===== config.mk =====
export PLATFORM = sky130hd
export DESIGN_NAME = dtfd_csr
export DESIGN_NICKNAME = d
export VERILOG_FILES = /design/src/rtl/core/dtfd_pkg.sv /design/src/rtl/core/dtfd_csr.sv
export SDC_FILE = /design/constraint.sdc
export NUM_CORES = 1
export LEC_CHECK = 0
export BUFFER_PORTS_ARGS = -buffer_cell sky130_fd_sc_hd__buf_2
export CAP_MARGIN = 10
export CORE_MARGIN = 5
export CORE_UTILIZATION = 47
export CTS_CLUSTER_SIZE = 24
export DETAILED_ROUTE_END_ITERATION = 12
export GPL_TIMING_DRIVEN = 1
export PLACE_DENSITY = 0.89
export SLEW_MARGIN = 5
export SYNTH_ARGS = -nofsm -noshare
export SYNTH_HDL_FRONTEND = slang
export SYNTH_SLANG_ARGS = --single-unit

===== constraint.sdc =====
create_clock -name clock -period 1.05 [get_ports clock]
set_clock_uncertainty 0.05 [all_clocks]
set_input_delay 0.105 -clock clock [delete_from_list [all_inputs] [get_ports clock]]
set_output_delay 0.105 -clock clock [all_outputs]
set_load 0.02 [all_outputs]

===== src/rtl/core/dtfd_pkg.sv =====
// Shared constants, codes and types for the timestamped frame delay meter.
package dtfd_pkg;

   // Largest frame in bytes before an overflow drop.
   localparam int MAX_FRAME = 4096;

   // Field widths fixed by the interface.
   localparam int BYTE_W      = 8;
   localparam int TIME_W      = 64;
   localparam int STATUS_W    = 2;
   localparam int FRAME_LEN_W = 13;
   localparam int SEQ_W       = 32;
   localparam int CSR_LEN_W   = 13;
   localparam int CSR_DATA_W  = 13;
   localparam int CSR_INDEX_W = 2;

   // The origin timestamp occupies the first bytes of every frame.
   localparam int STAMP_BYTES = TIME_W / BYTE_W;

   // Position within a frame holds 0 .. MAX_FRAME-1; a length holds up to MAX_FRAME.
   localparam int POS_W = $clog2(MAX_FRAME);
   localparam int LEN_W = POS_W + 1;
   localparam int CMP_W = (LEN_W > CSR_LEN_W) ? LEN_W : CSR_LEN_W;

   // Register reset values.
   localparam logic [CSR_LEN_W-1:0] MIN_LENGTH_RESET = CSR_LEN_W'(509);
   localparam logic [CSR_LEN_W-1:0] MAX_LENGTH_RESET = CSR_LEN_W'(1009);
   localparam logic [BYTE_W-1:0]    DELIMITER_RESET  = BYTE_W'(124);

   // Register indexes.
   typedef enum logic [CSR_INDEX_W-1:0] {
      CSR_MIN_LENGTH = 2'd0,
      CSR_MAX_LENGTH = 2'd1,
      CSR_DELIMITER  = 2'd2
   } csr_index_type;

   // Result status codes.
   typedef enum logic [STATUS_W-1:0] {
      STATUS_MEASURE    = 2'd0,
      STATUS_BAD_LENGTH = 2'd1,
      STATUS_OVERFLOW   = 2'd2
   } status_type;

   // Configuration as seen by the frame logic.
   typedef struct packed {
      logic [CSR_LEN_W-1:0] min_length;
      logic [CSR_LEN_W-1:0] max_length;
      logic [BYTE_W-1:0]    delimiter;
   } cfg_type;

   // Registered input item.
   typedef struct packed {
      logic              valid;
      logic [BYTE_W-1:0] data_byte;
      logic [TIME_W-1:0] arrival_time_us;
   } in_item_type;

   // Result produced by the frame logic.
   typedef struct packed {
      logic                   valid;
      logic [STATUS_W-1:0]    status;
      logic [TIME_W-1:0]      delay_us;
      logic [FRAME_LEN_W-1:0] frame_length;
      logic [SEQ_W-1:0]       sequence_res;
   } result_type;

endpackage


===== src/rtl/core/dtfd_csr.sv =====
// Configuration registers for frame length limits and the delimiter byte.
module dtfd_csr
   import dtfd_pkg::*;
(
   input  logic                   clock,
   input  logic                   reset,
   input  logic                   csr_wr_en,
   input  logic [CSR_INDEX_W-1:0] csr_index,
   input  logic [CSR_DATA_W-1:0]  csr_wdata,
   output cfg_type                cfg
);

   cfg_type cfg_ff;
   cfg_type cfg_in;

   // Decode the write; an index outside the register list is ignored.
   always_comb begin
      cfg_in = cfg_ff;
      if (csr_wr_en) begin
         case (csr_index)
            CSR_MIN_LENGTH: cfg_in.min_length = csr_wdata[CSR_LEN_W-1:0];
            CSR_MAX_LENGTH: cfg_in.max_length = csr_wdata[CSR_LEN_W-1:0];
            CSR_DELIMITER:  cfg_in.delimiter  = csr_wdata[BYTE_W-1:0];
            default:        cfg_in = cfg_ff;
         endcase
      end
   end

   always_ff @(posedge clock) begin
      if (reset) begin
         cfg_ff.min_length <= MIN_LENGTH_RESET;
         cfg_ff.max_length <= MAX_LENGTH_RESET;
         cfg_ff.delimiter  <= DELIMITER_RESET;
      end else begin
         cfg_ff <= cfg_in;
      end
   end

   assign cfg = cfg_ff;

endmodule


==> run_results.csv <==
group,metric,value,unit
outcome,outcome,"finished, final reports clean",
finish,n_antenna_cell,0,
timing,slew_viol_final,0,
timing,timing.fmax,1003,MHz
synthesis,synthCells,135,
synthesis,synth_top_family_by_area,"multiplexers",
worst_setup_path,crit_path_start_kind,"flop",
finish,layout-drive-gt1-share,0.3452,
synthesis,synth_fa_ha_area_frac,0,
routing,wl_per_cell,14.40,µm
routing,vias,1134,
worst_setup_path,crit_fanout,2,
synthesis,synth_cell_type_count,10,
synthesis,synthMuxAreaShare,0.2502,
hold_path,hold_class,"in -> reg",
global_routing,grt_use_total,0.1689,
cts,cts-root-buf,"clkbuf_4",
worst_setup_path,slowest_stage,"dfxtp_1",
floorplan,die_area,0.004070,mm²
power,ir_worst_vdd,1.386,mV
power,power_switching,0.6271,mW
worst_setup_path,cp_cell_sequence,"buf_2",
cts,path_clk_slew,0.10,ns
synthesis,ys_ff_latch,34,
routing,routed_wl,3284,µm
cts,cts_setup_buffers,0,
timing,finalSetupViolations,0,
power,p_total,2.591,mW
synthesis,synth-xor-area-share,0,
global_routing,antenna_found_initial,0,
finish,largest_reg_flops,34,
routing,viasPerCell,4.974,
finish,nets,214,
timing,min_period,0.9974,ns
timing,worst_pin_slew,0.3878,ns
finish,utilization,0.6792,
routing,dr.pass1.iters,4,
floorplan,die_h,63.80,µm
cts,htree_levels,2,
timing,layout_setup_ws,0.05263,ns
power,seq_power_share,0.525,
synthesis,syn-cell-area,0.001360,mm²
floorplan,initial_utilization,0.4932,
floorplan,ios,52,
cts,cts_tree,"built",
synthesis,syn_avg_cell_area,10.07,µm²
cts,insertion_delay,0.33,ns
routing,drcViolationCount,0,
floorplan,coreArea,0.002758,mm²
global_routing,grt_pass1_wl,5513,µm
place,post-dp-hpwl,2399,µm
cts,cts.sinks,34,
power,leakage,0.8901,nW
global_routing,grt_remaining_overflow,0,
place,place_area,0.001707,mm²
global_routing,grt_pass1_vias,1195,
finish,fin_area,0.001873,mm²
place,place_ws,-0.06889,ns
worst_setup_path,path_delay_family,"flip-flops",
timing,hold_viol_final,0,
worst_setup_path,arrival,0.84,ns
power,clockPowerShare,0.336,
finish,syn_to_final_growth,37.72,%
synthesis,synth.net_count,153,
floorplan,die_w,63.80,µm
timing,whs,0.01164,ns
routing,ant_nets,0,
power,intPower,1.963,mW
finish,fillers,208,
worst_setup_path,cp-end-kind,"output pin",
place,routabilityCongestion,0.7522,
global_routing,grt_max_degree,23,
timing,min_period_over_period,0.9499,
flow_run,drv_cap,0,
synthesis,yosys.area_share.simple,0.2217,
worst_setup_path,required,0.89,ns
synthesis,synth-compound-area-share,0,
power,powerDensity,1383,mW/mm²
worst_setup_path,critPathKind,"reg -> out",
place,io_buffers,51,
power,swShare,0.2421,
timing,relSlewSlack,0.7415,
cts,clk_path_buf_depth,2,
worst_setup_path,cp_slowest_stage_delay,0.35,ns
floorplan,rows,19,
power,p_comb_frac,0.139,
worst_setup_path,path_buf_inv,1,
cts,cts_buffers,5,
routing,drt_iter0_drc,36,
synthesis,synth-seq-area-share,0.5005,
synthesis,synth_warnings,0,
-- stage by stage --
step | std cells | TNS, ns
6_report | 228 | 0
3_5_place_dp | 216 | -0.4900
4_1_cts | 228 | 0
3_3_place_gp | 216 | -0.01825
5_1_grt | 228 | -0.002072
2_1_floorplan | 135 | 0
-- cell families (layout without fill, tap and decap cells) --
family / Yosys count / in the layout
buffers and inverters: 9 / 71
multiplexers: 34 / 34
flip-flops: 34 / 34
AND/OR/NAND/NOR: 58 / 58
-- worst paths after layout --
kind | start | to | slack, ns | depth (start not counted)
worst min-delay path | csr_wdata[3] | cfg[11]$_SDFFE_PP0P_ | 0.01 | 3
worst max-delay path | cfg[32]$_SDFFE_PP0P_ | cfg[32] | 0.05 | 1
worst min register to register | cfg[33]$_SDFFE_PP0P_ | cfg[33]$_SDFFE_PP0P_ | 0.43 | 2
worst max register to register | cfg[14]$_SDFFE_PP1P_ | cfg[14]$_SDFFE_PP1P_ | 0.33 | 2
-- power by group through the flow --
stage / Sequential [mW] / Combinational, mW / Clock [mW]
finish: 1.36 / 0.359 / 0.871
global route: 1.37 / 0.389 / 0.980
CTS: 1.36 / 0.347 / 0.890
detailed placement: 1.39 / 0.334 / 0
global placement: 1.39 / 0.323 / 0
floorplan: 1.44 / 0.136 / 0
-- timing repair --
action                                 4_1_cts  5_1_grt
endpoints found under the hold margin        5        0
hold buffers                                 4        0
setup endpoints to repair                    0       19
gates resized for setup                      0       19
-- cells in the mapped netlist, drive strengths merged --
| library cell | n | share of area |
|---|---|---|
| or3b | 1 | 0.0064 |
| nand3b | 2 | 0.011 |
| nor2 | 29 | 0.080 |
| nor3b | 1 | 0.0055 |
| clkbuf | 6 | 0.017 |
| nand2b | 23 | 0.11 |
| and3b | 2 | 0.013 |
| dfxtp | 34 | 0.50 |
| mux2i | 34 | 0.25 |
| buf | 3 | 0.011 |
-- placed cells by master (no fill, tap or decap) --
cell type,count
clkbuf_8,3
buf_4,25
dlygate4sd3_1,4
nor3b_2,1
buf_12,2
nand2b_1,23
mux2i_1,34
and3b_1,2
or3b_1,1
nor2_1,29
nand3b_1,2
clkbuf_4,5
dfxtp_1,34
buf_2,32
-- routing by layer --
metal  global-route usage  part of all wire
met1               0.2022              0.41
met2               0.2764              0.50
met3              0.05604             0.074
met4              0.07013             0.016
met5                    0                 0
-- final cells by class --
type                       count  area (µm²)  area share
tap                           31       38.79     0.02071
multi-input combinational     92       646.9      0.3454
clock buffer                   8       78.83     0.04208
timing repair buffer          63       427.9      0.2285
sequential                    34       680.7      0.3634
Power figures use the tool's default switching activity.
