==> src/rtl/core/dtfd_pkg.sv <==
// Shared constants, codes and types for the timestamped frame delay meter.
package dtfd_pkg;

   // Largest frame in bytes before an overflow drop.
   localparam int MAX_FRAME = 4096;

   // Field widths fixed by the interface.
   localparam int BYTE_W      = 8;
   localparam int TIME_W      = 64;
   localparam int STATUS_W    = 2;
   localparam int FRAME_LEN_W = 13;
   localparam int SEQ_W       = 32;
   localparam int CSR_LEN_W   = 13;
   localparam int CSR_DATA_W  = 13;
   localparam int CSR_INDEX_W = 2;

   // The origin timestamp occupies the first bytes of every frame.
   localparam int STAMP_BYTES = TIME_W / BYTE_W;

   // Position within a frame holds 0 .. MAX_FRAME-1; a length holds up to MAX_FRAME.
   localparam int POS_W = $clog2(MAX_FRAME);
   localparam int LEN_W = POS_W + 1;
   localparam int CMP_W = (LEN_W > CSR_LEN_W) ? LEN_W : CSR_LEN_W;

   // Register reset values.
   localparam logic [CSR_LEN_W-1:0] MIN_LENGTH_RESET = CSR_LEN_W'(509);
   localparam logic [CSR_LEN_W-1:0] MAX_LENGTH_RESET = CSR_LEN_W'(1009);
   localparam logic [BYTE_W-1:0]    DELIMITER_RESET  = BYTE_W'(124);

   // Register indexes.
   typedef enum logic [CSR_INDEX_W-1:0] {
      CSR_MIN_LENGTH = 2'd0,
      CSR_MAX_LENGTH = 2'd1,
      CSR_DELIMITER  = 2'd2
   } csr_index_type;

   // Result status codes.
   typedef enum logic [STATUS_W-1:0] {
      STATUS_MEASURE    = 2'd0,
      STATUS_BAD_LENGTH = 2'd1,
      STATUS_OVERFLOW   = 2'd2
   } status_type;

   // Configuration as seen by the frame logic.
   typedef struct packed {
      logic [CSR_LEN_W-1:0] min_length;
      logic [CSR_LEN_W-1:0] max_length;
      logic [BYTE_W-1:0]    delimiter;
   } cfg_type;

   // Registered input item.
   typedef struct packed {
      logic              valid;
      logic [BYTE_W-1:0] data_byte;
      logic [TIME_W-1:0] arrival_time_us;
   } in_item_type;

   // Result produced by the frame logic.
   typedef struct packed {
      logic                   valid;
      logic [STATUS_W-1:0]    status;
      logic [TIME_W-1:0]      delay_us;
      logic [FRAME_LEN_W-1:0] frame_length;
      logic [SEQ_W-1:0]       sequence_res;
   } result_type;

endpackage

==> src/rtl/core/dtfd_frame_ctl.sv <==
// Frame tracking: timestamp capture, delimiter detection, length check and counting.
module dtfd_frame_ctl
   import dtfd_pkg::*;
(
   input  logic        clock,
   input  logic        reset,
   input  cfg_type     cfg,
   input  in_item_type item,
   input  logic        consume,
   output result_type  result
);

   logic [POS_W-1:0]  pos_ff;
   logic [POS_W-1:0]  pos_in;
   logic [TIME_W-1:0] origin_ff;
   logic [TIME_W-1:0] origin_in;
   logic [SEQ_W-1:0]  count_ff;
   logic [SEQ_W-1:0]  count_in;

   logic             in_stamp;
   logic             is_delim;
   logic             overflow;
   logic             in_range;
   logic             count_up;
   logic [LEN_W-1:0] len;
   logic [CMP_W-1:0] len_cmp;

   // Classify the byte by its place in the frame.
   assign in_stamp = pos_ff < POS_W'(STAMP_BYTES);
   assign is_delim = !in_stamp && (item.data_byte == cfg.delimiter);
   assign len      = LEN_W'(pos_ff) + LEN_W'(1);
   assign overflow = !in_stamp && !is_delim && (len == LEN_W'(MAX_FRAME));

   // Length check against the configured limits, delimiter included.
   assign len_cmp  = CMP_W'(len);
   assign in_range = !((len_cmp < CMP_W'(cfg.min_length)) ||
                       (len_cmp > CMP_W'(cfg.max_length)));
   assign count_up = is_delim && in_range;

   // Next state; the origin is shifted in low byte first.
   always_comb begin
      pos_in    = pos_ff;
      origin_in = origin_ff;
      count_in  = count_ff;
      if (consume) begin
         if (in_stamp) begin
            origin_in = {item.data_byte, origin_ff[TIME_W-1:BYTE_W]};
            pos_in    = pos_ff + POS_W'(1);
         end else if (is_delim || overflow) begin
            pos_in = '0;
         end else begin
            pos_in = pos_ff + POS_W'(1);
         end
         if (count_up) begin
            count_in = count_ff + SEQ_W'(1);
         end
      end
   end

   always_ff @(posedge clock) begin
      if (reset) begin
         pos_ff    <= '0;
         origin_ff <= '0;
         count_ff  <= '0;
      end else begin
         pos_ff    <= pos_in;
         origin_ff <= origin_in;
         count_ff  <= count_in;
      end
   end

   // Result for a closed or dropped frame.
   always_comb begin
      result.valid        = consume && (is_delim || overflow);
      result.frame_length = FRAME_LEN_W'(len);
      result.sequence_res = count_up ? (count_ff + SEQ_W'(1)) : count_ff;
      result.delay_us     = '0;
      if (overflow) begin
         result.status = STATUS_OVERFLOW;
      end else if (in_range) begin
         result.status   = STATUS_MEASURE;
         result.delay_us = item.arrival_time_us - origin_ff;
      end else begin
         result.status = STATUS_BAD_LENGTH;
      end
   end

endmodule

==> config.mk <==
export PLATFORM = sky130hd
export DESIGN_NAME = dtfd_frame_ctl
export DESIGN_NICKNAME = d
export VERILOG_FILES = /design/src/rtl/core/dtfd_pkg.sv /design/src/rtl/core/dtfd_frame_ctl.sv
export SDC_FILE = /design/constraint.sdc
export NUM_CORES = 1
export LEC_CHECK = 0
export BUFFER_PORTS_ARGS = -buffer_cell sky130_fd_sc_hd__buf_2
export CORE_ASPECT_RATIO = 0.5
export CORE_MARGIN = 4
export CORE_UTILIZATION = 50
export CTS_CLUSTER_DIAMETER = 200
export DETAILED_ROUTE_END_ITERATION = 8
export GPL_ROUTABILITY_DRIVEN = 0
export PLACE_DENSITY = 0.75
export SLEW_MARGIN = 20
export SYNTH_ARGS = -nofsm -noshare
export SYNTH_HDL_FRONTEND = slang
export SYNTH_SLANG_ARGS = --single-unit
==> constraint.sdc <==
create_clock -name clock -period 7.1 [get_ports clock]
set_input_delay 1.42 -clock clock [delete_from_list [all_inputs] [get_ports clock]]
set_output_delay 1.42 -clock clock [all_outputs]
set_load 0.005 [all_outputs]
==> results.tsv, run 1 <==
stage	metric	value	unit
setup_path	path_delay_family	compound AO/OA/AOI/OAI gates	
synth	async_flop_share	0	
global_routing	grt_pass1_vias	9472	
global_routing	grt_pass1_wl	44.8	mm
setup_path	max_stage_delay	870	ps
synth	synth_flop_cell	dfxtp_1	
cts	clk_pin_slew	70	ps
cts	cts-hold-fix-buffers	0	
setup_path	ff2ff_path_depth	14	
synth	synth_edf_count	0	
setup_path	timing.rr.start	pos_ff[0]$_SDFFE_PP0P_	
global_routing	grt_max_degree	111	
sta	finalSetupViolCount	0	
sta	report.final.hold_viol_count	0	
setup_path	cp_cell_sequence	buf_2 -> ha_1 -> nand3_1 -> a2111oi_0 -> o31ai_1 -> a2111oi_0 -> buf_4 -> o21ai_1 -> a21boi_1 -> a21oi_1 -> o31ai_1 -> xnor2_1 -> nor2_1 -> buf_2	
die	die_height	108	um
power	leakage	4.92	nW
power	power_density	129	nW/um^2
cts	cts_tree	yes	
die	ioPinCount	222	
die	dieArea	22300	sq um
sta	setup_tns	0	ps
worst_hold_path	min-delay-path-class	reg -> reg	
synth	syn-cell-area	9910	sq um
synth	netlist_instances	1418	
die	core	19500	sq um
synth	syn_avg_cell_area	6.99	sq um
global_routing	grt_util_all_layers	0.233	
finish	syn_to_final_growth	15.1	%
synth	ys_seq_area_frac	0.218	
sta	slew_headroom	0.386	
die	die_w	207	um
detailed_routing	drt_first_pass_iters	7	
synth	synth_common_cells	218 x nand2_1, 160 x a21oi_1, 127 x nor2_1	
setup_path	crit_end	result[104]	
setup_path	slowest_stage	a2111oi_0	
cts	clockBufferDepth	2	
finish	nets	1767	
detailed_routing	drc	0	
synth	synth_seq_cells	108	
detailed_routing	wl	27.6	mm
detailed_routing	ant_nets	0	
global_routing	gr-total-overflow	0	
setup_path	crit_cells	14	
cts	cts_made_buffers	9	
die	row_count	36	
run_status	status	completed	
cts	worstSkewPairLatency	340	ps
finish	antenna_cells	0	
sta	fmax	147	MHz
synth	syn_nets	1611	
detailed_routing	vias_per_cell	5.55	
synth	yosys_warnings	0	
setup_path	crit_type	in -> out	
setup_path	worstReg2RegEnd	count_ff[22]$_SDFFE_PP0P_	
global_routing	grt_antenna_before_repair	0	
cts	cts_root_buffer	clkbuf_16	
placement	io_buffers	220	
cts	htreeDepth	3	
detailed_routing	vias	10200	
synth	synth_top_area_frac	0.218	
setup_path	cp_num_buf_inv	3	
sta	skew	12.3	ps
flow_run	cap_viol_max_count	0	
cts	cts_sinks	108	
finish	drive_gt1_frac	0.169	
detailed_routing	wl_per_cell	14.9	um
setup_path	cp-end-kind	output port	
power	peakVddDrop	0.139	mV
sta	min_period_over_period	0.959	
synth	synth_most_common_cell	nand2_1	
sta	slew_viol_final	0	
setup_path	start_kind	input port	
synth	ys_types	69	
setup_path	cp.required	5680	ps
sta	tightest_slew	898	ps
setup_path	r2r_setup_slack	2870	ps
synth	synth_area_leaders	dfxtp_1 22%, ha_1 10%, nand2_1 8.3%, a21oi_1 8.1%, xnor2_1 5.7%	
setup_path	crit_path_start	item[7]	
cts	cts_setup_buffers	0	
setup_path	crit_arrival	5390	ps
sta	rsz0062_at_grt	false	
setup_path	worstPathMaxFanout	7	
die	initial_utilization	0.509	
detailed_routing	drt_first_iter_violations	628	
cts	cts_resized	0	
worst_hold_path	whs_path_depth	2	
power	p_total	1.47	mW
synth	synth_top_cell_by_area	dfxtp_1	
sta	period_minus_slack	6810	ps
placement	dp_hpwl	21.7	mm
how the worst min path moves through the flow:
stage                         startpoint                         to  slack, ps
2_1_floorplan  origin_ff[2]$_SDFFE_PP0P_  origin_ff[2]$_SDFFE_PP0P_        440
3_3_place_gp   origin_ff[4]$_SDFFE_PP0P_  origin_ff[4]$_SDFFE_PP0P_        450
3_5_place_dp   origin_ff[7]$_SDFFE_PP0P_  origin_ff[7]$_SDFFE_PP0P_        450
4_1_cts        origin_ff[7]$_SDFFE_PP0P_  origin_ff[7]$_SDFFE_PP0P_        460
5_1_grt        origin_ff[7]$_SDFFE_PP0P_  origin_ff[7]$_SDFFE_PP0P_        480
6_report       origin_ff[2]$_SDFFE_PP0P_  origin_ff[2]$_SDFFE_PP0P_        460
worst register-to-register path, cell delays in order (launching register included):
cell and delay (ps):
dfxtp_1 490, ha_1 330, nand3_1 120, xnor2_1 340, ha_1 330, a21oi_1 150
a21boi_0 130, o311ai_0 410, o311ai_1 210, a21oi_1 220, o31ai_2 160, nor3_2 470
nand3_1 270, or3_1 370, a21oi_1 160
where the power goes:
group	internal, mW	switching, mW
combinational	0.140	0.202
sequential	0.611	0.00615
clock	0.280	0.234
total	1.03	0.442
stage by stage:
stage / setup slack, ps / utilization / std cells / area (sq um) / hold slack [ps]
final: 290 / 0.586 / 1845 / 11400 / 464
after global routing: 91.6 / 0.586 / 1845 / 11400 / 483
after CTS: 311 / 0.585 / 1845 / 11400 / 462
after detailed placement: 338 / 0.570 / 1829 / 11100 / 451
after global placement: 449 / 0.570 / 1829 / 11100 / 448
after floorplan: 1620 / - / 1418 / 9910 / 436
flip-flops by register name, indices dropped and copies added (netlist names):
register / cells
origin_ff: 64
pos_ff: 12
count_ff: 32
routing by layer:
layer	routed length, um	up-vias	track usage
met5	0	-	0
met4	350	0	0.0396
met3	1180	25	0.0268
met2	13000	268	0.408
met1	13100	4779	0.318
li1	-	5163	-
cell families (layout without fill, tap and decap cells):
logic type | after synthesis | count (layout) | synth area share
and+or+nand+nor | 566 | 566 | 0.272
buffers and inverters | 185 | 346 | 0.0715
muxes | 3 | 3 | 0.00328
AOI/OAI and AO/OA | 343 | 343 | 0.212
xor gates and xnor gates | 128 | 128 | 0.115
adders and majority gates | 85 | 85 | 0.108
DFF | 108 | 108 | 0.218
final cells by class:
cell class | count | area, sq um
fill | 1932 | 8060
multi-input combinational | 1125 | 7050
sequential | 108 | 2160
timing repair buffer | 225 | 1160
inverter | 105 | 394
tap | 266 | 333
clock buffer | 9 | 225
clock inverter | 7 | 80.1
placed cells by master, fill, tap and decap left out, types with 5 or more instances in the layout:
cell type / instances
or3_1: 8
nor4_1: 7
o21bai_1: 14
nand3b_1: 6
and3_1: 18
inv_1: 105
nand4_1: 38
xnor2_1: 65
nor2_1: 127
nand3_1: 49
nor2b_1: 18
dfxtp_1: 108
ha_1: 82
a211oi_1: 6
nand2b_1: 13
o31ai_1: 5
o21a_1: 7
o21ai_0: 51
a31oi_1: 13
o211ai_1: 6
buf_2: 219
and2_1: 19
and4_1: 8
a21o_1: 42
xor2_1: 61
nor3_1: 18
clkbuf_16: 9
nand2_1: 217
a21oi_1: 160
No activity file was read; power rests on OpenSTA's default activity.
==> inputs of run 2 (changes only) <==
CORE_UTILIZATION = 45   (was 50)
PLACE_DENSITY = 0.68   (was 0.75)
==> results.tsv, run 2 (same netlist as run 1, synthesis figures left out) <==
stage	metric	value	unit
detailed_routing	drt_first_pass_iters	5	
finish	antenna_cells	0	
setup_path	cp-end-kind	output port	
cts	cts_made_buffers	9	
finish	regMostFlops	origin_ff	
cts	htreeDepth	3	
sta	setup_tns	0	ps
finish	drive_gt1_frac	0.170	
sta	slew_viol_final	0	
sta	finalSetupViolCount	0	
power	sequentialPowerShare	0.427	
global_routing	grt_max_degree	111	
flow_run	cap_viol_max_count	0	
cts	worstSkewPairLatency	350	ps
setup_path	cp.required	5680	ps
die	die_height	113	um
die	row_count	38	
cts	cts_setup_buffers	0	
global_routing	grt_pass1_vias	9374	
power	cellInternalPower	998	uW
detailed_routing	wl	28.3	mm
setup_path	max_stage_delay	850	ps
setup_path	path_delay_family	compound AO/OA/AOI/OAI gates	
finish	final_common_cell	buf_2	
power	clockPowerShare	0.335	
cts	clk_pin_slew	70	ps
power	switching_power	448	uW
finish	multiInputGateArea	7050	sq um
sta	tightest_slew	894	ps
sta	min_period_over_period	0.959	
die	core	21600	sq um
detailed_routing	drc	0	
finish	mostFrequentLayoutCells	219 x buf_2, 217 x nand2_1, 160 x a21oi_1	
run_status	status	completed	
finish	top_regs	origin_ff: 64 flops, count_ff: 32 flops, pos_ff: 12 flops	
sta	report.final.hold_viol_count	0	
cts	cts_resized	0	
finish	fin_util	0.529	
detailed_routing	wl_per_cell	15.0	um
finish	nets	1769	
finish	layout.cells.non_filler	1881	
power	switching_share	0.310	
placement	io_buffers	220	
setup_path	crit_type	in -> out	
detailed_routing	vias	10200	
die	die_w	218	um
setup_path	slowest_stage	a2111oi_0	
setup_path	worstPathMaxFanout	7	
finish	fillers	2163	
power	leakage	4.92	nW
power	peakVddDrop	0.0967	mV
detailed_routing	ant_nets	0	
placement	dp_hpwl	22.1	mm
setup_path	start_kind	input port	
cts	cts_tree	yes	
global_routing	gr-total-overflow	0	
die	initial_utilization	0.458	
global_routing	grt_util_all_layers	0.220	
detailed_routing	vias_per_cell	5.43	
power	comb_power_share	0.238	
sta	slew_headroom	0.404	
die	dieArea	24600	sq um
placement	place_inst	1865	
cts	cts_sinks	108	
sta	fmax	147	MHz
sta	skew	7.98	ps
finish	largest_register_ffs	64	
die	ioPinCount	222	
global_routing	grt_pass1_wl	45.9	mm
setup_path	cp_cell_sequence	buf_2 -> ha_1 -> nand3_1 -> a2111oi_0 -> o31ai_1 -> a2111oi_0 -> buf_4 -> o21ai_1 -> a21boi_1 -> nor3_1 -> o21ai_0 -> xnor2_1 -> nor2_1 -> buf_2	
worst_hold_path	min-delay-path-class	reg -> reg	
power	power_density	126	nW/um^2
setup_path	crit_arrival	5390	ps
cts	clockBufferDepth	2	
setup_path	cp_num_buf_inv	3	
cts	cts-hold-fix-buffers	0	
detailed_routing	drt_first_iter_violations	940	
finish	seq_area	2160	sq um
global_routing	grt_antenna_before_repair	0	
sta	rsz0062_at_grt	false	
finish	syn_to_final_growth	15.4	%
sta	period_minus_slack	6810	ps
cts	cts_root_buffer	clkbuf_16	
-- run 2: routing by layer --
layer  wire [um]  part of all wire  track usage  vias up
met5           0                 0            0        -
met4         334             0.012       0.0366        0
met3        1350             0.048       0.0335       22
met2       13200              0.47        0.365      267
met1       13400              0.47        0.310     4734
li1            -                 -            -     5182
-- run 2: final cells by class --
class,instances,area share
Multi-Input combinational cell,1125,0.616
Sequential cell,108,0.189
Timing Repair Buffer,227,0.103
Inverter,105,0.0345
Tap cell,300,0.0328
Clock buffer,10,0.0200
Clock inverter,6,0.00503
-- run 2: power groups by stage --
stage	combinational (mW)	sequential, mW	clock (mW)
floorplan	0.246	0.629	0
global placement	0.332	0.631	0
detailed placement	0.338	0.631	0
CTS	0.340	0.617	0.499
global route	0.384	0.618	0.531
finish	0.345	0.617	0.484
-- run 2: worst min-delay path: cells and delay by family (launching register included) --
kind             cells  cell delay [ps]
AO/OA/AOI/OAI        1               50
flip-flops           1              310
AND/OR/NAND/NOR      1               50
-- run 2: metrics by stage --
step	total power, mW	cell area [sq um]	hold slack [ps]	worst slack (ps)
2_1_floorplan	0.875	9910	436	1620
3_3_place_gp	0.963	11100	448	301
3_5_place_dp	0.969	11100	453	307
4_1_cts	1.46	11400	462	292
5_1_grt	1.53	11400	480	155
6_report	1.45	11400	460	292
-- run 2: worst paths after layout --
path | from | endpoint | slack, ps | cells after the start
min | origin_ff[5]$_SDFFE_PP0P_ | origin_ff[5]$_SDFFE_PP0P_ | 460 | 2
max reg2reg | pos_ff[0]$_SDFFE_PP0P_ | count_ff[8]$_SDFFE_PP0P_ | 2990 | 15
max | item[6] | result[108] | 290 | 14
min reg2reg | origin_ff[5]$_SDFFE_PP0P_ | origin_ff[5]$_SDFFE_PP0P_ | 460 | 2
